## src/design/cppi_pkg.sv

```systemverilog
package cppi_pkg;

  localparam int MAX_NODES   = 16;
  localparam int NODE_W      = 4;
  localparam int COUNT_W     = 5;
  localparam int COORD_W     = 16;
  localparam int SPEED_W     = 16;
  localparam int TIME_W      = 32;
  localparam int NODE_WORD_W = 2 * COORD_W + SPEED_W;

  // Datapath widths of the bit-serial units
  localparam int ACC_W   = 56;
  localparam int DV_W    = 56;
  localparam int REM_W   = 33;
  localparam int ROOT_W  = 28;
  localparam int MS_W    = 28;
  localparam int OPB_W   = 20;
  localparam int CNT_W   = 6;
  localparam int MAG_W   = COORD_W + 1;

  // Step counts of each serial operation
  localparam int SQ_STEPS   = MAG_W;
  localparam int SCALE_BITS = 20;
  localparam int SQRT_STEPS = DV_W / 2;
  localparam int SEG_K      = ROOT_W;
  localparam int LERP_K     = 44;
  localparam int MOD_K      = TIME_W;

  localparam logic [OPB_W-1:0] SCALE = OPB_W'(1000000);

  typedef enum logic [1:0] {
    OP_TICK    = 2'd0,
    OP_WRITE   = 2'd1,
    OP_RESTART = 2'd2,
    OP_SETPOS  = 2'd3
  } op_t;

  typedef struct packed {
    op_t                       operation;
    logic [NODE_W-1:0]         node_index;
    logic signed [COORD_W-1:0] node_x;
    logic signed [COORD_W-1:0] node_y;
    logic [SPEED_W-1:0]        node_speed;
    logic [TIME_W-1:0]         tick_ms;
  } in_item_t;

  typedef struct packed {
    logic signed [COORD_W-1:0] pos_x;
    logic signed [COORD_W-1:0] pos_y;
    logic [NODE_W-1:0]         segment_node;
    logic                      timing_started;
  } out_item_t;

  typedef struct packed {
    logic signed [COORD_W-1:0] x;
    logic signed [COORD_W-1:0] y;
    logic [SPEED_W-1:0]        speed;
  } node_t;

endpackage

```

## src/design/closed_path_position_interpolator_unit.sv

```systemverilog
// Node write, set position and a tick with timing not yet started go straight to S_OUT,
// where the result is registered once the output register is free; a restart first reads
// node 0 (S_RS_RD, S_RS_LD). Other ticks walk the segments: read the nodes, square the
// distance, scale, take the square root and divide by the speed (skipped at zero speed),
// reduce whole laps once, then interpolate each axis with the bit-serial multiplier and
// divider. Throughput: one item at a time, the next taken once the result is registered.
// Reset (rst, synchronous): position, nodes, timing cleared, node count 1; node table kept.
module closed_path_position_interpolator_unit (
  input  logic                          clk,
  input  logic                          rst,
  input  logic                          in_valid,
  output logic                          in_stall,
  input  cppi_pkg::in_item_t            in_data,
  output logic                          out_valid,
  input  logic                          out_stall,
  output cppi_pkg::out_item_t           out_data,
  input  logic                          cfg_we,
  input  logic [cppi_pkg::COUNT_W-1:0]  cfg_data
);

  typedef enum logic [4:0] {
    S_IDLE, S_RS_RD, S_RS_LD, S_RD_CUR, S_RD_NXT, S_LD_NXT, S_MDX, S_MDY, S_MK,
    S_SQRT, S_DIVT, S_CHK, S_MOD, S_MODF, S_TEST, S_LA, S_LB, S_LDIV, S_OUT
  } state_t;

  state_t state;

  // Architectural state
  logic [cppi_pkg::COUNT_W-1:0]        node_count;
  logic [cppi_pkg::NODE_W-1:0]         cur_node;
  logic [cppi_pkg::NODE_W-1:0]         nxt_node;
  logic [cppi_pkg::TIME_W-1:0]         seg_start;
  logic signed [cppi_pkg::COORD_W-1:0] seg_sx;
  logic signed [cppi_pkg::COORD_W-1:0] seg_sy;
  logic signed [cppi_pkg::COORD_W-1:0] cur_x;
  logic signed [cppi_pkg::COORD_W-1:0] cur_y;
  logic                                started;

  // Walk state
  logic [cppi_pkg::TIME_W-1:0]         elapsed;
  logic [cppi_pkg::TIME_W-1:0]         lap;
  logic [cppi_pkg::COUNT_W-1:0]        n;
  logic                                lap_done;
  logic                                stepping;
  logic [cppi_pkg::MS_W-1:0]           ms;
  logic signed [cppi_pkg::COORD_W-1:0] nx;
  logic signed [cppi_pkg::COORD_W-1:0] ny;
  logic [cppi_pkg::SPEED_W-1:0]        spd;
  logic                                axis;
  logic                                qneg;

  // Serial arithmetic registers
  logic [cppi_pkg::ACC_W-1:0]          acc;
  logic [cppi_pkg::ACC_W-1:0]          opa;
  logic [cppi_pkg::OPB_W-1:0]          opb;
  logic                                mneg;
  logic [cppi_pkg::DV_W-1:0]           dv;
  logic [cppi_pkg::REM_W-1:0]          rem;
  logic [cppi_pkg::TIME_W-1:0]         den;
  logic [cppi_pkg::ROOT_W-1:0]         root;
  logic [cppi_pkg::CNT_W-1:0]          cnt;

  // Node memory
  logic                                ram_we;
  logic [cppi_pkg::NODE_W-1:0]         raddr;
  logic [cppi_pkg::NODE_WORD_W-1:0]    rdata;
  cppi_pkg::node_t                     wr_node;
  cppi_pkg::node_t                     rd_node;

  logic                                in_xfer;
  logic                                last;
  logic [cppi_pkg::COUNT_W-1:0]        count_eff;

  function automatic logic [cppi_pkg::NODE_W-1:0] succ(
    input logic [cppi_pkg::NODE_W-1:0]  i,
    input logic [cppi_pkg::COUNT_W-1:0] c
  );
    return ({1'b0, i} >= c - cppi_pkg::COUNT_W'(1)) ? '0 : i + cppi_pkg::NODE_W'(1);
  endfunction

  function automatic logic [cppi_pkg::MAG_W-1:0] mag17(
    input logic signed [cppi_pkg::MAG_W-1:0] v
  );
    return v[cppi_pkg::MAG_W-1] ? -v : v;
  endfunction

  assign in_stall = (state != S_IDLE);
  assign in_xfer  = in_valid && !in_stall;
  assign last     = (cnt == cppi_pkg::CNT_W'(1));

  // Clamp the node count into one..MAX_NODES
  always_comb begin
    if (node_count == '0) begin
      count_eff = cppi_pkg::COUNT_W'(1);
    end else if (node_count > cppi_pkg::COUNT_W'(cppi_pkg::MAX_NODES)) begin
      count_eff = cppi_pkg::COUNT_W'(cppi_pkg::MAX_NODES);
    end else begin
      count_eff = node_count;
    end
  end

  assign ram_we  = in_xfer && (in_data.operation == cppi_pkg::OP_WRITE);
  assign wr_node = '{x: in_data.node_x, y: in_data.node_y, speed: in_data.node_speed};
  assign raddr   = (state == S_RD_CUR || state == S_RS_RD) ? cur_node : nxt_node;
  assign rd_node = cppi_pkg::node_t'(rdata);

  cppi_ram #(
    .WIDTH (cppi_pkg::NODE_WORD_W),
    .DEPTH (cppi_pkg::MAX_NODES)
  ) u_ram (
    .clk   (clk),
    .we    (ram_we),
    .waddr (in_data.node_index),
    .wdata (wr_node),
    .raddr (raddr),
    .rdata (rdata)
  );

  // Shift-add multiplier step
  logic [cppi_pkg::ACC_W-1:0] madd;
  logic [cppi_pkg::ACC_W-1:0] acc_next;
  always_comb begin
    madd     = opb[0] ? (mneg ? -opa : opa) : '0;
    acc_next = acc + madd;
  end

  // Restoring divider step
  logic [cppi_pkg::REM_W-1:0] rem_sh;
  logic                       dge;
  logic [cppi_pkg::REM_W-1:0] rem_dn;
  logic [cppi_pkg::DV_W-1:0]  dv_dn;
  always_comb begin
    rem_sh = {rem[cppi_pkg::REM_W-2:0], dv[cppi_pkg::DV_W-1]};
    dge    = rem_sh >= {1'b0, den};
    rem_dn = dge ? rem_sh - {1'b0, den} : rem_sh;
    dv_dn  = {dv[cppi_pkg::DV_W-2:0], dge};
  end

  // Square root step, two radicand bits at a time
  logic [cppi_pkg::REM_W-1:0]  rsh;
  logic [cppi_pkg::REM_W-1:0]  trial;
  logic                        sge;
  logic [cppi_pkg::REM_W-1:0]  rem_sq;
  logic [cppi_pkg::ROOT_W-1:0] root_next;
  always_comb begin
    rsh       = {rem[cppi_pkg::REM_W-3:0], dv[cppi_pkg::DV_W-1 -: 2]};
    trial     = {3'b000, root, 2'b01};
    sge       = rsh >= trial;
    rem_sq    = sge ? rsh - trial : rsh;
    root_next = {root[cppi_pkg::ROOT_W-2:0], sge};
  end

  // Operand preparation
  logic signed [cppi_pkg::MAG_W-1:0]   dx;
  logic signed [cppi_pkg::MAG_W-1:0]   dy;
  logic signed [cppi_pkg::COORD_W-1:0] lb;
  logic [cppi_pkg::ACC_W-1:0]          num_mag;
  logic [cppi_pkg::MAG_W-1:0]          qmag;
  logic [cppi_pkg::MAG_W-1:0]          qres;
  logic [cppi_pkg::MS_W-1:0]           t_less_e;
  always_comb begin
    dx       = {rd_node.x[cppi_pkg::COORD_W-1], rd_node.x}
             - {seg_sx[cppi_pkg::COORD_W-1], seg_sx};
    dy       = {ny[cppi_pkg::COORD_W-1], ny} - {seg_sy[cppi_pkg::COORD_W-1], seg_sy};
    lb       = axis ? ny : nx;
    num_mag  = acc_next[cppi_pkg::ACC_W-1] ? -acc_next : acc_next;
    qmag     = dv_dn[cppi_pkg::MAG_W-1:0];
    qres     = qneg ? -qmag : qmag;
    t_less_e = ms - elapsed[cppi_pkg::MS_W-1:0];
  end

  // Sequencer
  always_ff @(posedge clk) begin
    if (rst) begin
      state      <= S_IDLE;
      out_valid  <= 1'b0;
      node_count <= cppi_pkg::COUNT_W'(1);
      cur_node   <= '0;
      nxt_node   <= '0;
      seg_start  <= '0;
      seg_sx     <= '0;
      seg_sy     <= '0;
      cur_x      <= '0;
      cur_y      <= '0;
      started    <= 1'b0;
    end else begin
      if (cfg_we) begin
        node_count <= cfg_data;
      end
      // Drop the result once taken, unless a new one is loaded this cycle
      if (out_valid && !out_stall && state != S_OUT) begin
        out_valid <= 1'b0;
      end

      unique case (state)
        S_IDLE: begin
          if (in_xfer) begin
            unique case (in_data.operation)
              cppi_pkg::OP_TICK: begin
                if (!started) begin
                  started   <= 1'b1;
                  seg_start <= in_data.tick_ms;
                  state     <= S_OUT;
                end else begin
                  elapsed  <= in_data.tick_ms - seg_start;
                  lap      <= '0;
                  n        <= '0;
                  lap_done <= 1'b0;
                  stepping <= 1'b0;
                  state    <= S_RD_CUR;
                end
              end
              cppi_pkg::OP_WRITE: begin
                state <= S_OUT;
              end
              cppi_pkg::OP_RESTART: begin
                cur_node <= '0;
                nxt_node <= succ('0, count_eff);
                started  <= 1'b0;
                state    <= S_RS_RD;
              end
              cppi_pkg::OP_SETPOS: begin
                seg_sx  <= in_data.node_x;
                seg_sy  <= in_data.node_y;
                cur_x   <= in_data.node_x;
                cur_y   <= in_data.node_y;
                started <= 1'b0;
                state   <= S_OUT;
              end
              default: state <= S_OUT;
            endcase
          end
        end

        S_RS_RD: begin
          state <= S_RS_LD;
        end

        S_RS_LD: begin
          seg_sx <= rd_node.x;
          seg_sy <= rd_node.y;
          cur_x  <= rd_node.x;
          cur_y  <= rd_node.y;
          state  <= S_OUT;
        end

        // Fetch the segment start node, then the target node
        S_RD_CUR: begin
          state <= S_RD_NXT;
        end

        S_RD_NXT: begin
          spd <= rd_node.speed;
          if (stepping) begin
            seg_sx <= rd_node.x;
            seg_sy <= rd_node.y;
          end
          state <= S_LD_NXT;
        end

        S_LD_NXT: begin
          nx    <= rd_node.x;
          ny    <= rd_node.y;
          acc   <= '0;
          mneg  <= 1'b0;
          opa   <= cppi_pkg::ACC_W'(mag17(dx));
          opb   <= cppi_pkg::OPB_W'(mag17(dx));
          cnt   <= cppi_pkg::CNT_W'(cppi_pkg::SQ_STEPS);
          state <= S_MDX;
        end

        // Squared distance, then scale by one million
        S_MDX: begin
          acc <= acc_next;
          if (last) begin
            opa   <= cppi_pkg::ACC_W'(mag17(dy));
            opb   <= cppi_pkg::OPB_W'(mag17(dy));
            cnt   <= cppi_pkg::CNT_W'(cppi_pkg::SQ_STEPS);
            state <= S_MDY;
          end else begin
            opa <= opa << 1;
            opb <= opb >> 1;
            cnt <= cnt - cppi_pkg::CNT_W'(1);
          end
        end

        S_MDY: begin
          if (last) begin
            acc   <= '0;
            opa   <= acc_next;
            opb   <= cppi_pkg::SCALE;
            cnt   <= cppi_pkg::CNT_W'(cppi_pkg::SCALE_BITS);
            state <= S_MK;
          end else begin
            acc <= acc_next;
            opa <= opa << 1;
            opb <= opb >> 1;
            cnt <= cnt - cppi_pkg::CNT_W'(1);
          end
        end

        S_MK: begin
          acc <= acc_next;
          if (last) begin
            dv    <= acc_next;
            rem   <= '0;
            root  <= '0;
            cnt   <= cppi_pkg::CNT_W'(cppi_pkg::SQRT_STEPS);
            state <= S_SQRT;
          end else begin
            opa <= opa << 1;
            opb <= opb >> 1;
            cnt <= cnt - cppi_pkg::CNT_W'(1);
          end
        end

        S_SQRT: begin
          root <= root_next;
          if (last) begin
            if (spd == '0) begin
              ms    <= '0;
              state <= S_CHK;
            end else begin
              dv    <= {root_next, {(cppi_pkg::DV_W - cppi_pkg::SEG_K){1'b0}}};
              rem   <= '0;
              den   <= cppi_pkg::TIME_W'(spd);
              cnt   <= cppi_pkg::CNT_W'(cppi_pkg::SEG_K);
              state <= S_DIVT;
            end
          end else begin
            rem <= rem_sq;
            dv  <= {dv[cppi_pkg::DV_W-3:0], 2'b00};
            cnt <= cnt - cppi_pkg::CNT_W'(1);
          end
        end

        S_DIVT: begin
          rem <= rem_dn;
          dv  <= dv_dn;
          if (last) begin
            ms    <= dv_dn[cppi_pkg::MS_W-1:0];
            state <= S_CHK;
          end else begin
            cnt <= cnt - cppi_pkg::CNT_W'(1);
          end
        end

        // Stop on a zero-time segment, skip whole laps once a lap is known
        S_CHK: begin
          if (stepping && ms == '0) begin
            cur_x <= seg_sx;
            cur_y <= seg_sy;
            state <= S_OUT;
          end else if (stepping && !lap_done && n == count_eff + cppi_pkg::COUNT_W'(2)) begin
            lap_done <= 1'b1;
            if (lap != '0) begin
              dv    <= {elapsed, {(cppi_pkg::DV_W - cppi_pkg::MOD_K){1'b0}}};
              rem   <= '0;
              den   <= lap;
              cnt   <= cppi_pkg::CNT_W'(cppi_pkg::MOD_K);
              state <= S_MOD;
            end else begin
              state <= S_TEST;
            end
          end else begin
            state <= S_TEST;
          end
        end

        S_MOD: begin
          rem <= rem_dn;
          dv  <= dv_dn;
          cnt <= cnt - cppi_pkg::CNT_W'(1);
          if (last) begin
            state <= S_MODF;
          end
        end

        S_MODF: begin
          seg_start <= seg_start + (elapsed - rem[cppi_pkg::TIME_W-1:0]);
          elapsed   <= rem[cppi_pkg::TIME_W-1:0];
          state     <= S_TEST;
        end

        // Advance over an elapsed segment, or start interpolating
        S_TEST: begin
          if (elapsed >= cppi_pkg::TIME_W'(ms)) begin
            elapsed   <= elapsed - cppi_pkg::TIME_W'(ms);
            seg_start <= seg_start + cppi_pkg::TIME_W'(ms);
            if (!lap_done) begin
              n <= n + cppi_pkg::COUNT_W'(1);
              if (n >= cppi_pkg::COUNT_W'(2)) begin
                lap <= lap + cppi_pkg::TIME_W'(ms);
              end
            end
            cur_node <= nxt_node;
            nxt_node <= succ(nxt_node, count_eff);
            stepping <= 1'b1;
            state    <= S_RD_CUR;
          end else begin
            axis  <= 1'b0;
            acc   <= '0;
            opa   <= cppi_pkg::ACC_W'(t_less_e);
            opb   <= cppi_pkg::OPB_W'(mag17({seg_sx[cppi_pkg::COORD_W-1], seg_sx}));
            mneg  <= seg_sx[cppi_pkg::COORD_W-1];
            cnt   <= cppi_pkg::CNT_W'(cppi_pkg::SQ_STEPS);
            state <= S_LA;
          end
        end

        // Interpolate: a * (t - e) + b * e, then divide by t
        S_LA: begin
          acc <= acc_next;
          if (last) begin
            opa   <= cppi_pkg::ACC_W'(elapsed[cppi_pkg::MS_W-1:0]);
            opb   <= cppi_pkg::OPB_W'(mag17({lb[cppi_pkg::COORD_W-1], lb}));
            mneg  <= lb[cppi_pkg::COORD_W-1];
            cnt   <= cppi_pkg::CNT_W'(cppi_pkg::SQ_STEPS);
            state <= S_LB;
          end else begin
            opa <= opa << 1;
            opb <= opb >> 1;
            cnt <= cnt - cppi_pkg::CNT_W'(1);
          end
        end

        S_LB: begin
          acc <= acc_next;
          if (last) begin
            qneg  <= acc_next[cppi_pkg::ACC_W-1];
            dv    <= {num_mag[cppi_pkg::LERP_K-1:0], {(cppi_pkg::DV_W - cppi_pkg::LERP_K){1'b0}}};
            rem   <= '0;
            den   <= cppi_pkg::TIME_W'(ms);
            cnt   <= cppi_pkg::CNT_W'(cppi_pkg::LERP_K);
            state <= S_LDIV;
          end else begin
            opa <= opa << 1;
            opb <= opb >> 1;
            cnt <= cnt - cppi_pkg::CNT_W'(1);
          end
        end

        S_LDIV: begin
          rem <= rem_dn;
          dv  <= dv_dn;
          if (last) begin
            if (!axis) begin
              cur_x <= qres[cppi_pkg::COORD_W-1:0];
              axis  <= 1'b1;
              acc   <= '0;
              opa   <= cppi_pkg::ACC_W'(t_less_e);
              opb   <= cppi_pkg::OPB_W'(mag17({seg_sy[cppi_pkg::COORD_W-1], seg_sy}));
              mneg  <= seg_sy[cppi_pkg::COORD_W-1];
              cnt   <= cppi_pkg::CNT_W'(cppi_pkg::SQ_STEPS);
              state <= S_LA;
            end else begin
              cur_y <= qres[cppi_pkg::COORD_W-1:0];
              state <= S_OUT;
            end
          end else begin
            cnt <= cnt - cppi_pkg::CNT_W'(1);
          end
        end

        // Hold the result until the output register is free
        S_OUT: begin
          if (!out_valid || !out_stall) begin
            out_valid <= 1'b1;
            out_data  <= '{pos_x: cur_x, pos_y: cur_y, segment_node: cur_node,
                           timing_started: started};
            state     <= S_IDLE;
          end
        end

        default: state <= S_IDLE;
      endcase
    end
  end

`ifndef ASSERT_OFF
  a_tick_starts: assert property (@(posedge clk) disable iff (rst)
    (in_xfer && in_data.operation == cppi_pkg::OP_TICK) |=> started)
    else $error("tick left timing unstarted");

  a_setpos: assert property (@(posedge clk) disable iff (rst)
    (in_xfer && in_data.operation == cppi_pkg::OP_SETPOS) |=>
      (!started && cur_x == $past(in_data.node_x) && cur_y == $past(in_data.node_y)))
    else $error("set position not applied");

  a_zero_speed: assert property (@(posedge clk) disable iff (rst)
    (state == S_CHK && spd == '0) |-> (ms == '0))
    else $error("zero speed gave a nonzero segment time");

  a_lerp_range: assert property (@(posedge clk) disable iff (rst)
    (state == S_LA) |-> (ms != '0 && cppi_pkg::TIME_W'(ms) > elapsed))
    else $error("interpolation outside the current segment");
`endif

endmodule

```

## src/design/cppi_ram.sv

```systemverilog
module cppi_ram #(
  parameter int WIDTH = 8,
  parameter int DEPTH = 16
) (
  input  logic                     clk,
  input  logic                     we,
  input  logic [$clog2(DEPTH)-1:0] waddr,
  input  logic [WIDTH-1:0]         wdata,
  input  logic [$clog2(DEPTH)-1:0] raddr,
  output logic [WIDTH-1:0]         rdata
);

  logic [WIDTH-1:0] mem [DEPTH];

  // Write one entry, read one entry with registered data
  always_ff @(posedge clk) begin
    if (we) begin
      mem[waddr] <= wdata;
    end
    rdata <= mem[raddr];
  end

endmodule
```

## config.mk

```make
export PLATFORM = sky130hd
export DESIGN_NAME = closed_path_position_interpolator_unit
export DESIGN_NICKNAME = d
export VERILOG_FILES = /design/src/design/cppi_pkg.sv /design/src/design/closed_path_position_interpolator_unit.sv /design/src/design/cppi_ram.sv
export SDC_FILE = /design/constraint.sdc
export NUM_CORES = 2
export LEC_CHECK = 0
export BUFFER_PORTS_ARGS = -buffer_cell sky130_fd_sc_hd__buf_2
export CORE_MARGIN = 2
export CORE_UTILIZATION = 46
export CTS_CLUSTER_DIAMETER = 50
export CTS_CLUSTER_SIZE = 12
export DETAILED_ROUTE_END_ITERATION = 8
export PLACE_DENSITY = 0.63
export SLEW_MARGIN = 25
export SYNTH_ARGS = -nofsm -noshare
export SYNTH_HDL_FRONTEND = slang
export SYNTH_SLANG_ARGS = --single-unit
```

## constraint.sdc

```tcl
create_clock -name clk -period 9.25 [get_ports clk]
set_input_delay 0.4625 -clock clk [delete_from_list [all_inputs] [get_ports clk]]
set_output_delay 0.4625 -clock clk [all_outputs]
set_load 0.1 [all_outputs]
```

==> impl_metrics.ini <==
[grt]
antenna_found_initial = 15
grt_max_degree = 75
grt_use_total = 0.291
grt_pass1_wl_um = 391000
grt_pass1_vias = 59649
overflow = 0

[yosys]
synth.top_cell.area_share = 0.463
yosysMostFrequentCell = edfxtp_1
synthTopCellsByCount = 1,241 x edfxtp_1, 538 x nand2_1, 506 x nor2_1
synth_edf_count = 1241
syn_nets = 7703
yosysWarnings = 0
synthTopCellsByArea = edfxtp_1 46%, mux4_2 5.4%, ha_1 5.3%
synth_top_area_cell = edfxtp_1
synth_ff_type = edfxtp_1
synth_cells = 7223
syn_area_per_cell_um2 = 11.2
synth.cell_area_um2 = 80500
synth.distinct_cells = 111
seq_area_frac_synth = 0.503
ys_ff_latch = 1405
async_reset_ff_frac = 0

[route]
drt_wl_total_um = 266000
drc = 0
viasPerCell = 6.31
dr.pass1.iters = 9
vias = 61884
drt-wirelength-per-cell_um = 27.1
drtAntennaViolNets = 0
drt_iter0_drc = 7019

[placed_design]
gp_congestion = 0.993
hpwl_um = 188000
port-buffer-count = 134
post-place-cells = 9449

[final_layout]
final_cell_count_no_fill = 9809
final_nets = 7822
area_delta_synth_final_pct = 11.8
nFillCells = 15400
drive_gt1_frac = 0.112

[hold_path]
hold_path_class = in -> reg

[sta]
clock_skew_ps = 80.5
layout_min_cycle_time_ps = 7120
setup_violations = 0
grt_setup_unrepaired = no
slew_headroom = 0.251
finalMaxSlewViolations = 0
finalHoldViolCount = 0
worstMarginPinSlew_ps = 1100
fmax_mhz = 141
post-route-period-util = 0.769
tns_ps = 0

[cts]
cts_tree = done
h-tree-depth = 4
cts_max_path_buffers = 3
post_cts_buffers = 0
cts.sinks = 1405
cts.clk_slew.worst_paths_ps = 60
cts_root_buffer = clkbuf_16
cts-buffers-inserted = 168
clock_latency_ps = 870
cts_resized = 0

[power]
power-per-cell-area_nw_per_um2 = 233
power.leakage_nw = 33.2
ir_worst_vdd_uv = 213

[floorplanning]
rows = 153
die_area_um2 = 178000
die_h_um = 422
core_um2 = 174000
die_w_um = 422
ios = 135
initial_utilization = 0.463

[setup_path]
cp_data_required_time_ps = 9790
critPathMaxFanout = 27
critPathKind = reg -> reg
end_kind = register
cp_data_arrival_time_ps = 7660
crit_path_start_kind = register

[job]
cap_violations = 0

[run_status]
outcome = complete, no violations
[final timing paths]
check / start / to / slack (ps) / depth (start not counted)
min: in_data[63] / u_ram.mem[13][31] / 40 / 1
min reg2reg: u_ram.rdata[3] / spd[3] / 400 / 0
max reg2reg: opa[8] / dv[49] / 2130 / 24
max: opa[8] / dv[49] / 2130 / 24
[state kept, by name, indices dropped and copies added (netlist names), 20 cells and up]
register / flops
rem: 32
out_data: 37
seg_start: 32
ms: 28
lap: 32
root: 28
acc: 56
den: 32
u_ram.mem: 768
dv: 56
u_ram.rdata: 48
elapsed: 32
opa: 56
opb: 20
[per-layer routing]
layer	routed length, um	global-route usage	share of wire	vias up
met3	19600	0.0453	0.074	583
met4	12100	0.126	0.046	10
met2	127000	0.482	0.48	2752
li1	-	-	-	27867
met5	61	0	0.00023	-
met1	107000	0.380	0.40	30672
[logic make-up after synthesis]
group / share of synthesized area
DFF: 0.503
AOI/OAI and AO/OA: 0.165
adders and majority gates: 0.0635
muxes: 0.0666
xor gates and xnor gates: 0.0411
and+or+nand+nor: 0.123
buffers and inverters: 0.0370
[metrics by stage]
stage	hold WS, ps	total power (W)	utilization	setup WS (ps)	cell area, um^2
floorplan	386	0.0123	-	1330	80500
global placement	391	0.0144	0.484	2350	84100
detailed placement	389	0.0144	0.484	2290	84100
CTS	4.85	0.0209	0.518	2220	90000
global route	26.7	0.0218	0.518	1730	90100
finish	40.0	0.0210	0.518	2130	90100
[cell type report]
type | count | area [um^2] | area share
Sequential cell | 1405 | 40500 | 0.450
Multi-Input combinational cell | 5038 | 37400 | 0.415
Clock buffer | 239 | 4550 | 0.0506
Tap cell | 2325 | 2910 | 0.0323
Timing Repair Buffer | 319 | 2240 | 0.0249
Inverter | 410 | 1540 | 0.0171
Clock inverter | 66 | 843 | 0.00936
Antenna cell | 7 | 17.5 | 0.000194
[power breakdown]
group | switching (W) | internal, W
Clock | 0.00282 | 0.00366
Sequential | 0.000431 | 0.00749
Combinational | 0.00429 | 0.00229
[critical path: stages (launching register included)]
cell       delay (ps)
edfxtp_1          490
or4_4             590
nor4_2            280
nand2b_1          210
inv_1              90
nand2_1           130
nor2_1            150
nand2_1            90
or2_2             370
o21ai_0           210
xnor2_1            80
and2_1            160
ha_1              420
nand2_1           150
o31a_1            340
a211oi_1          490
o2111ai_1         230
a21oi_1           340
nor2_1            160
o31ai_2           260
buf_4             280
or2_1             430
buf_4             380
nor3_1            100
or3b_1            350
[placed cells by master, fill, tap and decap left out, types with 68 or more instances in the layout]
cell       netlist  routed
xor2_1         115     115
nand2_1        538     535
and2_1         125     124
buf_4            1     134
nand3_1        130     129
clkbuf_16        0     170
a221oi_1        79      79
edfxtp_1      1241    1241
mux2i_1         96      93
mux4_2         192     192
buf_2           20     133
a21o_1         148     148
o21a_1          68      68
nor2b_1         69      69
xnor2_1        263     262
nor2_1         506     486
a21oi_1        431     428
o21ai_0        359     358
ha_1           344     344
a31oi_1        115     111
inv_1          407     406
and3_1          92      92
a211oi_1       146     144
dfxtp_1        164     164
nor3_1         163     154
[repair_timing]
| action | 4_1_cts | 5_1_grt |
|---|---|---|
| hold endpoints to repair | 503 | 0 |
| endpoints found under the setup margin | 0 | 0 |
| hold buffers | 47 | 0 |
Note: power is estimated with default switching activity, not from simulation.
